===== config.mk =====
export PLATFORM = sky130hd
export DESIGN_NAME = http_upload_page_writer_unit
export DESIGN_NICKNAME = d
export VERILOG_FILES = /design/src/hupw_pkg.sv /design/src/http_upload_page_writer_unit.sv /design/src/hupw_hdr_scan.sv
export SDC_FILE = /design/constraint.sdc
export NUM_CORES = 1
export LEC_CHECK = 0
export ABC_AREA = 1
export ABC_CLOCK_PERIOD_IN_PS = 15150
export BUFFER_PORTS_ARGS = -buffer_cell sky130_fd_sc_hd__buf_2
export CORE_UTILIZATION = 50
export CTS_CLUSTER_DIAMETER = 30
export DETAILED_ROUTE_END_ITERATION = 8
export HOLD_SLACK_MARGIN = 0.12
export PLACE_DENSITY_LB_ADDON = 0.3
export SYNTH_ARGS = -nofsm -noshare
export SYNTH_HDL_FRONTEND = slang
export SYNTH_SLANG_ARGS = --single-unit

===== constraint.sdc =====
create_clock -name clk -period 15.15 [get_ports clk]
set_input_delay 1.515 -clock clk [delete_from_list [all_inputs] [get_ports clk]]
set_output_delay 1.515 -clock clk [all_outputs]
set_load 0.02 [all_outputs]

===== src/hupw_pkg.sv =====
// ----------------------------------------------------------------------------
// hupw_pkg
// shared types, constants and the header key table for the upload page writer
// ----------------------------------------------------------------------------
`default_nettype none

package hupw_pkg;

  // default geometry
  localparam int PAGE_BYTES_DEF   = 256;
  localparam int SECTOR_BYTES_DEF = 4096;
  localparam int ADDRESS_BITS_DEF = 24;

  // field widths fixed by the interface
  localparam int BYTE_W  = 8;
  localparam int CFG_W   = 24;
  localparam int COUNT_W = 24;
  localparam int FLASH_W = 24;
  localparam int DATA_W  = 32;
  localparam int PADDR_W = 3;

  // register map, index is paddr[2]
  localparam logic REG_BASE_ADDRESS = 1'b0;
  localparam logic REG_MAX_LENGTH   = 1'b1;

  localparam logic [CFG_W-1:0] BASE_ADDRESS_RST = 24'h001000;
  localparam logic [CFG_W-1:0] MAX_LENGTH_RST   = 24'd491520;

  // result kinds
  localparam logic KIND_BODY   = 1'b0;
  localparam logic KIND_REJECT = 1'b1;

  // content length accumulator
  localparam int              LEN_W     = 25;
  localparam logic [LEN_W-1:0] LEN_MAX  = 25'h1FF_FFFF;
  localparam logic [LEN_W-1:0] LEN_SAT  = LEN_MAX / 10;
  localparam int              KEY_LEN   = 15;
  localparam int              PIDX_W    = 4;

  typedef enum logic [1:0] {
    NP_SEARCH = 2'd0,
    NP_SKIP   = 2'd1,
    NP_DIGITS = 2'd2,
    NP_OVER   = 2'd3
  } np_t;

  typedef struct packed {
    np_t               np;
    logic [PIDX_W-1:0] pidx;
    logic [LEN_W-1:0]  len;
    logic [1:0]        crlf;
  } scan_state_t;

  localparam scan_state_t SCAN_CLEAR = '{np: NP_SEARCH, pidx: '0, len: '0, crlf: '0};

  // upper-case "CONTENT-LENGTH:"
  function automatic logic [BYTE_W-1:0] key_char(input logic [PIDX_W-1:0] idx);
    logic [BYTE_W-1:0] c;
    case (idx)
      4'd0:    c = "C";
      4'd1:    c = "O";
      4'd2:    c = "N";
      4'd3:    c = "T";
      4'd4:    c = "E";
      4'd5:    c = "N";
      4'd6:    c = "T";
      4'd7:    c = "-";
      4'd8:    c = "L";
      4'd9:    c = "E";
      4'd10:   c = "N";
      4'd11:   c = "G";
      4'd12:   c = "T";
      4'd13:   c = "H";
      4'd14:   c = ":";
      default: c = 8'h00;
    endcase
    return c;
  endfunction

endpackage

`default_nettype wire


===== src/http_upload_page_writer_unit.sv =====
// ----------------------------------------------------------------------------
// http_upload_page_writer_unit
// http upload parser that turns the request body into flash write transfers
// ----------------------------------------------------------------------------
// usage
//   input channel: one request byte per transfer, start_of_request marks the
//   first byte of a new request and clears the parser before that byte
//   result channel: one transfer per body byte (data, flash address, erase
//   flag, page end, last, running count) or one reject transfer when the
//   content length at the end of the header is zero or above max_length
//   header bytes and bytes after the body produce no transfer
//   config port: apb writes to base_address (0x0) and max_length (0x4),
//   base_address is sampled at the end of the header
// timing
//   one byte per cycle sustained while out_stall is low; each byte goes
//   through the input register, single-pass parse logic and result register
//   the rate is set by the per-byte state update: key match, multiply-by-ten
//   accumulate and address increment all sit in the single-pass parse logic
// reset and stall
//   reset puts the parser in the header phase with both registers at their
//   defaults, so a stream without a start mark is parsed as one request
//   when out_stall holds a pending result, the input register fills and
//   in_stall rises in the same cycle; nothing is dropped
// ----------------------------------------------------------------------------
`default_nettype none

module http_upload_page_writer_unit #(
  parameter int PAGE_BYTES   = hupw_pkg::PAGE_BYTES_DEF,
  parameter int SECTOR_BYTES = hupw_pkg::SECTOR_BYTES_DEF,
  parameter int ADDRESS_BITS = hupw_pkg::ADDRESS_BITS_DEF
) (
  input  wire logic                              clk,
  input  wire logic                              rst_n,
  // input channel
  input  wire logic                              in_valid,
  output logic                                   in_stall,
  input  wire logic [hupw_pkg::BYTE_W-1:0]       in_byte_value,
  input  wire logic                              in_start_of_request,
  // result channel
  output logic                                   out_valid,
  input  wire logic                              out_stall,
  output logic                                   out_result_kind,
  output logic [hupw_pkg::BYTE_W-1:0]            out_body_byte,
  output logic [hupw_pkg::FLASH_W-1:0]           out_flash_address,
  output logic                                   out_erase_sector,
  output logic                                   out_page_end,
  output logic                                   out_last,
  output logic [hupw_pkg::COUNT_W-1:0]           out_bytes_received,
  // config port
  input  wire logic                              psel,
  input  wire logic                              penable,
  input  wire logic                              pwrite,
  input  wire logic [hupw_pkg::PADDR_W-1:0]      paddr,
  input  wire logic [hupw_pkg::DATA_W-1:0]       pwdata,
  output logic [hupw_pkg::DATA_W-1:0]            prdata,
  output logic                                   pready
);

  localparam int PG_LOG = $clog2(PAGE_BYTES);
  localparam int SB_LOG = $clog2(SECTOR_BYTES);
  // sector number width, at least one bit when a sector spans the address space
  localparam int SEC_W  = (ADDRESS_BITS > SB_LOG) ? ADDRESS_BITS - SB_LOG : 1;

  typedef enum logic [1:0] {
    PH_HEADER = 2'd0,
    PH_BODY   = 2'd1,
    PH_DONE   = 2'd2
  } phase_t;

  // --------------------------------------------------------------------------
  // config registers
  // --------------------------------------------------------------------------
  logic [hupw_pkg::CFG_W-1:0] base_r;
  logic [hupw_pkg::CFG_W-1:0] max_len_r;
  logic                       cfg_wr;

  assign pready = 1'b1;
  assign cfg_wr = psel && penable && pwrite && pready;

  always_ff @(posedge clk) begin
    if (!rst_n) begin
      base_r    <= hupw_pkg::BASE_ADDRESS_RST;
      max_len_r <= hupw_pkg::MAX_LENGTH_RST;
    end else if (cfg_wr) begin
      if (paddr[2] == hupw_pkg::REG_BASE_ADDRESS) begin
        base_r <= pwdata[hupw_pkg::CFG_W-1:0];
      end else begin
        max_len_r <= pwdata[hupw_pkg::CFG_W-1:0];
      end
    end
  end

  // read mux, registers are zero-extended to the bus
  assign prdata = (paddr[2] == hupw_pkg::REG_MAX_LENGTH) ?
                  hupw_pkg::DATA_W'(max_len_r) : hupw_pkg::DATA_W'(base_r);

  // --------------------------------------------------------------------------
  // input register
  // --------------------------------------------------------------------------
  logic                        s1_valid_r;
  logic [hupw_pkg::BYTE_W-1:0] s1_byte_r;
  logic                        s1_sor_r;
  logic                        s1_go;
  logic                        out_valid_r;

  // the held byte moves on whenever the result register can take a new value
  assign s1_go    = s1_valid_r && (!out_valid_r || !out_stall);
  assign in_stall = s1_valid_r && !s1_go;

  always_ff @(posedge clk) begin
    if (!rst_n) begin
      s1_valid_r <= 1'b0;
    end else if (!in_stall) begin
      s1_valid_r <= in_valid;
    end
    if (in_valid && !in_stall) begin
      s1_byte_r <= in_byte_value;
      s1_sor_r  <= in_start_of_request;
    end
  end

  // --------------------------------------------------------------------------
  // parser state
  // --------------------------------------------------------------------------
  phase_t                       phase_r, phase_cur, phase_nxt;
  hupw_pkg::scan_state_t        scan_r, scan_cur, scan_nxt, scan_out;
  logic                         hdr_end;
  logic [hupw_pkg::COUNT_W-1:0] rc_r, rc_nxt, rc_inc;
  logic [ADDRESS_BITS-1:0]      wr_addr_r, wr_addr_nxt, addr_full;
  logic [SEC_W-1:0]             sec_r, sec_nxt, sec_cur;
  logic                         sec_valid_r, sec_valid_nxt;
  logic [31:0]                  base_ext;
  logic [31:0]                  addr_ext;
  logic                         fin;

  // a start mark clears the request state before the byte is parsed
  assign phase_cur = s1_sor_r ? PH_HEADER : phase_r;
  assign scan_cur  = s1_sor_r ? hupw_pkg::SCAN_CLEAR : scan_r;

  hupw_hdr_scan u_hdr_scan (
    .byte_value (s1_byte_r),
    .scan_cur   (scan_cur),
    .scan_nxt   (scan_out),
    .hdr_end    (hdr_end)
  );

  assign base_ext  = 32'(base_r);
  assign addr_ext  = 32'(wr_addr_r);
  assign addr_full = wr_addr_r >> SB_LOG;
  assign sec_cur   = addr_full[SEC_W-1:0];
  assign rc_inc    = rc_r + 1'b1;
  assign fin       = ({1'b0, rc_inc} >= scan_r.len);

  // result fields
  logic                         res_valid;
  logic                         res_kind;
  logic [hupw_pkg::BYTE_W-1:0]  res_byte;
  logic [hupw_pkg::FLASH_W-1:0] res_addr;
  logic                         res_erase;
  logic                         res_page_end;
  logic                         res_last;
  logic [hupw_pkg::COUNT_W-1:0] res_count;

  always_comb begin
    phase_nxt     = phase_cur;
    scan_nxt      = scan_cur;
    rc_nxt        = rc_r;
    wr_addr_nxt   = wr_addr_r;
    sec_nxt       = sec_r;
    sec_valid_nxt = sec_valid_r;
    res_valid     = 1'b0;
    res_kind      = hupw_pkg::KIND_BODY;
    res_byte      = '0;
    res_addr      = '0;
    res_erase     = 1'b0;
    res_page_end  = 1'b0;
    res_last      = 1'b0;
    res_count     = '0;

    unique case (phase_cur)
      PH_HEADER: begin
        scan_nxt = scan_out;
        if (hdr_end) begin
          if (scan_out.len == '0 || scan_out.len > {1'b0, max_len_r}) begin
            // bad content length, one reject transfer
            phase_nxt = PH_DONE;
            res_valid = 1'b1;
            res_kind  = hupw_pkg::KIND_REJECT;
            res_last  = 1'b1;
          end else begin
            phase_nxt     = PH_BODY;
            wr_addr_nxt   = base_ext[ADDRESS_BITS-1:0];
            rc_nxt        = '0;
            sec_valid_nxt = 1'b0;
          end
        end
      end
      PH_BODY: begin
        res_valid     = 1'b1;
        res_byte      = s1_byte_r;
        res_addr      = addr_ext[hupw_pkg::FLASH_W-1:0];
        res_erase     = !sec_valid_r || (sec_cur != sec_r);
        res_page_end  = fin || (rc_inc[PG_LOG-1:0] == '0);
        res_last      = fin;
        res_count     = rc_inc;
        sec_nxt       = sec_cur;
        sec_valid_nxt = 1'b1;
        rc_nxt        = rc_inc;
        wr_addr_nxt   = wr_addr_r + 1'b1;
        if (fin) begin
          phase_nxt = PH_DONE;
        end
      end
      default: begin
        // finished or unused code, bytes are dropped until the next start
        phase_nxt = phase_cur;
      end
    endcase
  end

  // --------------------------------------------------------------------------
  // state and result register
  // --------------------------------------------------------------------------
  logic                         out_kind_r;
  logic [hupw_pkg::BYTE_W-1:0]  out_byte_r;
  logic [hupw_pkg::FLASH_W-1:0] out_addr_r;
  logic                         out_erase_r;
  logic                         out_page_end_r;
  logic                         out_last_r;
  logic [hupw_pkg::COUNT_W-1:0] out_count_r;

  always_ff @(posedge clk) begin
    if (!rst_n) begin
      phase_r     <= PH_HEADER;
      scan_r      <= hupw_pkg::SCAN_CLEAR;
      rc_r        <= '0;
      wr_addr_r   <= '0;
      sec_r       <= '0;
      sec_valid_r <= 1'b0;
      out_valid_r <= 1'b0;
    end else begin
      if (s1_go) begin
        phase_r     <= phase_nxt;
        scan_r      <= scan_nxt;
        rc_r        <= rc_nxt;
        wr_addr_r   <= wr_addr_nxt;
        sec_r       <= sec_nxt;
        sec_valid_r <= sec_valid_nxt;
        out_valid_r <= res_valid;
        if (res_valid) begin
          out_kind_r     <= res_kind;
          out_byte_r     <= res_byte;
          out_addr_r     <= res_addr;
          out_erase_r    <= res_erase;
          out_page_end_r <= res_page_end;
          out_last_r     <= res_last;
          out_count_r    <= res_count;
        end
      end else if (out_valid_r && !out_stall) begin
        out_valid_r <= 1'b0;
      end
    end
  end

  assign out_valid          = out_valid_r;
  assign out_result_kind    = out_kind_r;
  assign out_body_byte      = out_byte_r;
  assign out_flash_address  = out_addr_r;
  assign out_erase_sector   = out_erase_r;
  assign out_page_end       = out_page_end_r;
  assign out_last           = out_last_r;
  assign out_bytes_received = out_count_r;

  // --------------------------------------------------------------------------
  // assertions
  // --------------------------------------------------------------------------
  // while in the body the count stays below the content length
  a_body_count: assert property (@(posedge clk) disable iff (!rst_n)
    phase_r == PH_BODY |-> ({1'b0, rc_r} < scan_r.len))
    else $error("body count reached content length without leaving body phase");

  // a last transfer closes the request
  a_last_done: assert property (@(posedge clk) disable iff (!rst_n)
    s1_go && res_valid && res_last |=> phase_r == PH_DONE)
    else $error("phase not finished after last transfer");

  // reject transfers carry only the kind and last mark
  a_reject_shape: assert property (@(posedge clk) disable iff (!rst_n)
    out_valid_r && out_kind_r == hupw_pkg::KIND_REJECT |->
      out_last_r && out_count_r == '0 && !out_erase_r && !out_page_end_r)
    else $error("malformed reject transfer");

  // the first body byte of a request always asks for an erase
  a_first_erase: assert property (@(posedge clk) disable iff (!rst_n)
    s1_go && phase_cur == PH_BODY && !sec_valid_r |-> res_erase)
    else $error("first body byte without sector erase");

endmodule

`default_nettype wire


===== src/hupw_hdr_scan.sv =====
// ----------------------------------------------------------------------------
// hupw_hdr_scan
// one byte step of the header scanner: key match, length digits, end of header
// ----------------------------------------------------------------------------
`default_nettype none

module hupw_hdr_scan (
  input  wire logic [hupw_pkg::BYTE_W-1:0] byte_value,
  input  wire hupw_pkg::scan_state_t       scan_cur,
  output hupw_pkg::scan_state_t            scan_nxt,
  output logic                             hdr_end
);

  logic [hupw_pkg::BYTE_W-1:0] folded;
  logic                        is_blank;
  logic                        is_digit;
  logic [hupw_pkg::PIDX_W-1:0] pidx_step;
  logic [hupw_pkg::LEN_W+3:0]  acc;
  logic [hupw_pkg::LEN_W+3:0]  len_ext;

  assign folded   = (byte_value >= "a" && byte_value <= "z") ? byte_value - 8'd32 : byte_value;
  assign is_blank = (byte_value == " ") || (byte_value == 8'h09);
  assign is_digit = (byte_value >= "0") && (byte_value <= "9");
  assign len_ext  = (hupw_pkg::LEN_W + 4)'(scan_cur.len);
  // len * 10 + digit
  assign acc = (len_ext << 3) + (len_ext << 1) + (hupw_pkg::LEN_W + 4)'(byte_value - "0");

  always_comb begin
    scan_nxt  = scan_cur;
    pidx_step = '0;
    hdr_end   = 1'b0;

    unique case (scan_cur.np)
      hupw_pkg::NP_SEARCH: begin
        if (scan_cur.pidx < hupw_pkg::PIDX_W'(hupw_pkg::KEY_LEN) &&
            folded == hupw_pkg::key_char(scan_cur.pidx)) begin
          pidx_step = scan_cur.pidx + 1'b1;
        end else begin
          // restart, a mismatching byte that equals the first key letter begins a new try
          pidx_step = (folded == hupw_pkg::key_char('0)) ? hupw_pkg::PIDX_W'(1) : '0;
        end
        scan_nxt.pidx = pidx_step;
        if (pidx_step >= hupw_pkg::PIDX_W'(hupw_pkg::KEY_LEN)) begin
          scan_nxt.np = hupw_pkg::NP_SKIP;
        end
      end
      hupw_pkg::NP_SKIP, hupw_pkg::NP_DIGITS: begin
        if (scan_cur.np == hupw_pkg::NP_SKIP && is_blank) begin
          scan_nxt.np = scan_cur.np;
        end else if (is_digit) begin
          if (scan_cur.len > hupw_pkg::LEN_SAT ||
              acc > (hupw_pkg::LEN_W + 4)'(hupw_pkg::LEN_MAX)) begin
            scan_nxt.len = hupw_pkg::LEN_MAX;
          end else begin
            scan_nxt.len = acc[hupw_pkg::LEN_W-1:0];
          end
          scan_nxt.np = hupw_pkg::NP_DIGITS;
        end else begin
          scan_nxt.np = hupw_pkg::NP_OVER;
        end
      end
      hupw_pkg::NP_OVER: begin
        scan_nxt.np = scan_cur.np;
      end
    endcase

    // CR LF CR LF tracker
    if (byte_value == 8'h0D) begin
      scan_nxt.crlf = (scan_cur.crlf == 2'd2) ? 2'd3 : 2'd1;
    end else if (byte_value == 8'h0A) begin
      if (scan_cur.crlf == 2'd3) begin
        scan_nxt.crlf = 2'd0;
        hdr_end       = 1'b1;
      end else begin
        scan_nxt.crlf = (scan_cur.crlf == 2'd1) ? 2'd2 : 2'd0;
      end
    end else begin
      scan_nxt.crlf = 2'd0;
    end
  end

endmodule

`default_nettype wire

==> results of run 1 <==
## flip-flops by register name, summed over array words and instances, names as in the netlist, 2 cells and up
| signal | flops |
|---|---|
| out_bytes_received | 24 |
| wr_addr_r | 24 |
| rc_r | 24 |
| scan_r | 33 |
| base_r | 24 |
| out_flash_address | 24 |
| max_len_r | 24 |
| phase_r | 2 |
| out_body_byte | 8 |
| sec_r | 12 |
| s1_byte_r | 8 |
## power by group through the flow
stage	clock (µW)	combinational, µW	sequential (µW)
after floorplan	0	153	624
after global placement	0	187	627
after detailed placement	0	191	627
after CTS	1160	193	617
after global routing	1190	217	618
final	1150	196	617
## routing by layer
layer  vias to the layer above  track usage [%]
li1                       7177                -
met1                      6667             35.6
met2                       600             45.2
met3                        90             4.02
met4                         0             9.25
met5                         -                0
## critical path: cells and delay by family, from the launching register on
family,cells,cell delay [ns]
simple gates,26,3.39
buf+inv,6,1.39
fa+ha+maj,3,1.15
compound gates,6,1.04
flops,1,0.87
## kinds of logic (layout without fill, tap and decap cells)
logic type | after synthesis | count (layout)
multiplexers | 1 | 1
XOR/XNOR | 40 | 40
adder cells (fa/ha/maj) | 119 | 119
buffers and inverters | 407 | 552
AO/OA/AOI/OAI | 415 | 415
other | 2 | 9
flip-flops | 215 | 215
AND/OR/NAND/NOR | 932 | 932
## worst min path at each step
stage / startpoint / to / slack [ns] / cells past startpoint
after floorplan: sec_valid_r$_SDFFE_PN0P_ / sec_valid_r$_SDFFE_PN0P_ / 0.44 / 2
after global placement: rc_r[23]$_SDFFE_PN0P_ / rc_r[23]$_SDFFE_PN0P_ / 0.45 / 2
after detailed placement: rc_r[23]$_SDFFE_PN0P_ / rc_r[23]$_SDFFE_PN0P_ / 0.45 / 2
after CTS: rc_r[23]$_SDFFE_PN0P_ / rc_r[23]$_SDFFE_PN0P_ / 0.46 / 2
after global routing: scan_r[14]$_SDFFE_PN0P_ / scan_r[14]$_SDFFE_PN0P_ / 0.48 / 2
final: scan_r[14]$_SDFFE_PN0P_ / scan_r[14]$_SDFFE_PN0P_ / 0.46 / 2
## cell usage after synthesis, types with 5 or more instances
cell,n,area [µm²]
nand2_1,476,1790
inv_1,307,1150
nor2_1,231,867
a21oi_1,204,1020
dfxtp_1,146,2920
o21ai_0,146,731
nand3_1,105,526
ha_1,95,1190
edfxtp_1,69,2070
clkbuf_1,52,195
nand4_1,46,288
xor2_1,31,272
nor3_1,26,130
fa_1,24,480
buf_4,15,113
a211oi_1,14,105
nor4_1,12,75.1
a221oi_1,10,87.6
nand2_2,10,62.6
buf_6,9,101
xnor2_1,9,78.8
a31oi_1,7,43.8
buf_1,7,26.3
buf_2,7,35.0
inv_2,7,26.3
or2_2,7,43.8
o21ai_1,6,30.0
o22ai_1,6,37.5
o211ai_1,5,37.5
o21a_1,5,37.5
## stage by stage
stage          worst slack [ns]  cells
2_1_floorplan              6.27   2138
3_3_place_gp               7.31   2571
3_5_place_dp               7.23   2571
4_1_cts                    7.15   2667
5_1_grt                    6.39   2667
6_report                   6.97   2667
## area by class of cell
type	instances	area, µm²
clock buffers	61	1340
clock inverters	35	499
fillers	2659	11500
inverters	317	1190
multi-input cells	1516	8270
flip-flops and latches	215	4990
well taps	384	480
repair buffers	139	728
==> results.tsv, run 1 <==
stage	metric	value	unit
synth	simple-gate share of the synthesized area	26.6	%
global_route	antenna violations before repair	0	
setup_path	Reg2Reg Depth	41	
synth	adder-cell share of the synthesized area	11.2	%
synth	async set-reset flop share out of synthesis	0	%
timing	WHS	0.463	ns
global_route	GRT Total Usage	27.1	%
clock_network	CTS H-tree depth	2	
synth	Syn Inst Count	2131	
power	Sw Ratio	26.5	%
routing	Vias/cell	5.45	
finish	share of layout cells above drive strength 1	11.6	%
setup_path	CP Capture Type	flop	
synth	synthesized area per cell	6.98	µm²
timing	Setup-failing EPs final	0	
timing	Max Clock Freq	122	MHz
setup_path	Worst Path Required	15.51	ns
power	Logic pwr share	10.0	%
timing	period utilization	54.0	%
power	Clock Power Share	58.6	%
synth	unique cell type count in the Yosys netlist	52	
synth	synth warn	0	
global_route	largest net degree at the start of global routing	82	
clock_network	Post-CTS Setup Inserts	0	
floorplan	# rows	62	
place	HPWL after DPL	30000	µm
place	# port buffers	126	
global_route	grt total ovfl	0	
setup_path	CP max stage cell	edfxtp_1	
setup_path	Startpoint Class	flop	
floorplan	DIE AREA	30400	µm²
routing	final WL	41600	µm
synth	Post-synth EDFFs	69	
routing	length of routed met2 wiring	19400	µm
routing	DRT iter0 DRCs	1373	
place	placed cell area	15700	µm²
finish	final instance area	17500	µm²
setup_path	r2r setup slk	6.97	ns
finish	Post-layout nets	2410	
synth	Yosys reg bits	215	
worst_hold_path	hold crit path type	flop to flop	
routing	Post-route DRC	0	
power	Power Total	1960	µW
routing	detailed-route via count	14500	
synth	compound-gate portion of the synthesized area	15.0	%
finish	commonest non-fill, non-tap cell in the layout	nand2_1	
routing	first-pass iteration count of the detailed router	7	
setup_path	Worst Setup Path Type	flop to flop	
clock_network	Skew-Pair Late Insertion Delay	0.58	ns
power	Max IR drop VDD	0.102	mV
clock_network	CTS tree	yes	
setup_path	Worst path max stage delay	0.87	ns
synth	mux contribution to synthesized area	0.0673	%
setup_path	Critical Path Start	s1_sor_r$_DFFE_PP_	
routing	top routing layer used	met4	
clock_network	Clock transition at path regs	0.05	ns
floorplan	# IOs	146	
synth	ys flop type	dfxtp_1	
power	P_sw	520	µW
clock_network	hold_buf cts	0	
setup_path	Crit Reg-Reg Startpoint	s1_sor_r$_DFFE_PP_	
timing	Slew Limit Fails	0	
synth	Post-Syn Area	14900	µm²
routing	post-route ant nets	0	
finish	P&R area growth vs syn	17.7	%
power	Internal	1440	µW
power	Reg power frac	31.5	%
floorplan	Initial Util	51.3	%
timing	Rel. slew slack	23.5	%
finish	commonest cells after routing, fill and taps aside	475 x nand2_1, 307 x inv_1, 229 x nor2_1	
clock_network	cts repair resizes	0	
setup_path	Worst Path Arrival	8.54	ns
floorplan	chip height	174	µm
timing	Min Clock Period, post-route	8.18	ns
synth	Post-Synth XOR/XNOR Area	2.36	%
place	GP Congestion	0.933	
clock_network	root buffer cell	clkbuf_16	
clock_network	cts bufs inserted	51	
run	max-cap violations	0	
global_route	vias in the first global route	13500	
clock_network	Max clock buf depth	3	
synth	register area share after synthesis	33.6	%
clock_network	Clock Sink Count	215	
outcome	outcome	completed	
timing	Final Hold Viols	0	
global_route	global-route wire length before repair	67600	µm
power	power per cell area	112	nW/µm²
finish	post-layout util	60.3	%
power	P_leak	0.00809	µW
timing	Slew @ Worst Pin	1.15	ns
setup_path	RR Endpoint	wr_addr_r[0]$_SDFFE_PN0P_	
timing	unrepaired setup endpoints after global routing	no	
routing	Met1 Wirelength	18100	µm
setup_path	Max FO, Critical Path	66	
synth	largest family of logic cells by synthesized area	simple AND/OR/NAND/NOR gates	
routing	routed length per instance	15.6	µm
timing	setup_tns	0	ns
floorplan	core box area	29000	µm²
setup_path	CP endpoint	wr_addr_r[0]$_SDFFE_PN0P_	
setup_path	most frequent cell on the critical path	nand2_1	
routing	met3 wire length	2920	µm
finish	diode count	0	
floorplan	Die W	174	µm
timing	Setup Skew	0.0594	ns
No activity file was read; power rests on OpenSTA's default activity.
==> run 2, diff against run 1 <==
--- a/config.mk
+++ b/config.mk
@@ -6,7 +6,7 @@
 export NUM_CORES = 1
 export LEC_CHECK = 0
 export ABC_AREA = 1
-export ABC_CLOCK_PERIOD_IN_PS = 15150
+export ABC_CLOCK_PERIOD_IN_PS = 6600
 export BUFFER_PORTS_ARGS = -buffer_cell sky130_fd_sc_hd__buf_2
 export CORE_UTILIZATION = 50
 export CTS_CLUSTER_DIAMETER = 30
==> constraint.sdc (replaced) <==
create_clock -name clk -period 6.6 [get_ports clk]
set_input_delay 0.66 -clock clk [delete_from_list [all_inputs] [get_ports clk]]
set_output_delay 0.66 -clock clk [all_outputs]
set_load 0.02 [all_outputs]
==> run 2 against run 1 <==
  * Non-clock buffer count grew 63
  * Flip-flop and latch count is the same
  * Core utilization grew 2.4 points
  * Routed wire length grew 2.8%
  * Power grew 120%
  * Worst setup slack lost 6.6 ns
  * Cell count grew 2.1%
  * Final area grew 4.0%
  * Register-to-register slack lost 6.6 ns
  * Die area is the same
  * Hold slack lost 0.17 ns
  * Critical path type unchanged
==> results.tsv, run 2 (synthesized netlist as in run 1, its figures left out) <==
stage	metric	value	unit	change
power	Max IR drop VDD	0.245	mV	+140%
setup_path	Startpoint Class	flop		
run	max-cap violations	0		unchanged
timing	Slew @ Worst Pin	1.12	ns	-0.0217 ns
clock_network	root buffer cell	clkbuf_16		
global_route	antenna violations before repair	0		unchanged
finish	Post-layout nets	2470		+2.5%
power	Sw Ratio	26.8	%	+0.24 points
finish	commonest cells after routing, fill and taps aside	466 x nand2_1, 307 x inv_1, 216 x nor2_1		
timing	Min Clock Period, post-route	6.25	ns	-1.93 ns
setup_path	Worst Path Required	6.85	ns	-8.66 ns
setup_path	CP max stage cell	fa_1		
global_route	global-route wire length before repair	67900	µm	+0.40%
routing	detailed-route via count	14700		+1.2%
place	# port buffers	126		unchanged
outcome	outcome	completed		
clock_network	Clock transition at path regs	0.05	ns	about the same
setup_path	Worst Setup Path Type	flop to flop		
power	P_leak	0.00834	µW	+3.1%
power	P_sw	1170	µW	+120%
timing	Rel. slew slack	24.9	%	+1.5 points
routing	DRT iter0 DRCs	1475		+7.4%
setup_path	most frequent cell on the critical path	nand2_1		
finish	share of layout cells above drive strength 1	15.8	%	+4.2 points
timing	Final Hold Viols	0		unchanged
floorplan	# rows	62		unchanged
timing	Setup-failing EPs final	0		unchanged
setup_path	Worst Path Arrival	6.50	ns	-2.04 ns
timing	Slew Limit Fails	0		unchanged
floorplan	chip height	174	µm	unchanged
routing	post-route ant nets	0		unchanged
finish	commonest non-fill, non-tap cell in the layout	nand2_1		
setup_path	CP Capture Type	flop		
routing	Vias/cell	5.40		-0.91%
power	Internal	3190	µW	+120%
power	Clock Power Share	55.5	%	-3.1 points
timing	Setup Skew	0.0279	ns	-0.0315 ns
global_route	GRT Total Usage	27.3	%	+0.28 points
power	Power Total	4350	µW	+120%
global_route	grt total ovfl	0		unchanged
global_route	largest net degree at the start of global routing	67		-18%
floorplan	core box area	29000	µm²	unchanged
setup_path	Worst path max stage delay	0.49	ns	-0.38 ns
routing	first-pass iteration count of the detailed router	6		-1
timing	Max Clock Freq	160	MHz	+31%
routing	routed length per instance	15.7	µm	+0.67%
clock_network	Skew-Pair Late Insertion Delay	0.55	ns	-0.03 ns
power	Reg power frac	32.4	%	+0.9 points
finish	Biggest register	scan_r		
place	HPWL after DPL	31000	µm	+3.5%
finish	P&R area growth vs syn	22.4	%	
floorplan	DIE AREA	30400	µm²	unchanged
timing	period utilization	94.6	%	+41 points
routing	Post-route DRC	0		unchanged
finish	max reg flops	33		unchanged
floorplan	Initial Util	51.3	%	unchanged
floorplan	# IOs	146		unchanged
clock_network	CTS tree	yes		
worst_hold_path	hold crit path type	input port to flop		
power	power per cell area	239	nW/µm²	+110%
clock_network	Max clock buf depth	3		unchanged
place	GP Congestion	0.968		+3.8%
clock_network	cts bufs inserted	48		-5.9%
clock_network	CTS H-tree depth	2		unchanged
routing	final WL	42800	µm	+2.8%
timing	setup_tns	0	ns	unchanged
clock_network	Clock Sink Count	215		unchanged
finish	diode count	0		unchanged
global_route	vias in the first global route	13700		+1.4%
floorplan	Die W	174	µm	unchanged
power	Logic pwr share	12.0	%	+2.0 points
setup_path	Max FO, Critical Path	13		-80%
run 2: changes by cell type in the layout (fill, tap and decap cells not counted), sizes merged:
cell,change
bufinv,-2
clkbuf,-2
clkinv,-2
inv,+2
buf,+60
clkinvlp,+1
run 2: worst paths after layout:
check | slack (ns) | startpoint | cells after the start | endpoint
worst max-delay path | 0.35 | s1_byte_r[4]$_DFFE_PP_ | 43 | out_bytes_received[2]$_SDFFCE_PN0P_
worst min-delay path | 0.29 | in_byte_value[2] | 1 | s1_byte_r[2]$_DFFE_PP_
worst max register to register | 0.35 | s1_byte_r[4]$_DFFE_PP_ | 43 | out_bytes_received[2]$_SDFFCE_PN0P_
worst min register to register | 0.46 | sec_valid_r$_SDFFE_PN0P_ | 2 | sec_valid_r$_SDFFE_PN0P_
run 2: metal layers:
metal,global-route usage [%],wire (µm)
met1,35.6,18400
met2,45.8,20200
met3,4.99,3010
met4,8.41,1140
met5,0,0
run 2: through the flow:
stage	std cells	worst slack (ns)	utilization [%]	area, µm²	hold slack, ns
global placement	2625	0.341	55.5	16100	0.449
detailed placement	2625	0.261	55.5	16100	0.456
floorplan	2138	0.0677	-	14900	0.436
finish	2724	0.354	62.8	18200	0.290
global route	2724	-0.0393	62.8	18200	0.276
CTS	2715	0.118	61.3	17800	0.273
run 2: worst max-delay path, delay by kind of cell, from the launching register on:
family	cells	cell delay [ns]
fa+ha+maj	4	1.27
buf+inv	8	0.90
simple gates	27	2.80
flops	1	0.40
compound gates	4	0.58
run 2: what timing repair did:
action	4_1_cts	5_1_grt
gates resized for setup	0	54
buffers inserted	0	4
endpoints found under the setup margin	0	109
hold buffers	0	0
run 2: area by class of cell:
| type | count | area [µm²] |
|---|---|---|
| tap | 384 | 480 |
| clock buffer | 56 | 1250 |
| inverter | 317 | 1190 |
| clock inverter | 34 | 418 |
| timing repair buffer | 202 | 1330 |
| fill | 2635 | 10800 |
| multi-input combinational | 1516 | 8540 |
| sequential | 215 | 4990 |
run 2: power groups by stage:
stage / Combinational [µW] / Clock, µW / Sequential [µW]
detailed placement: 482 / 0 / 1440
global route: 575 / 2500 / 1410
finish: 524 / 2420 / 1410
global placement: 474 / 0 / 1430
CTS: 486 / 2430 / 1410
floorplan: 352 / 0 / 1430
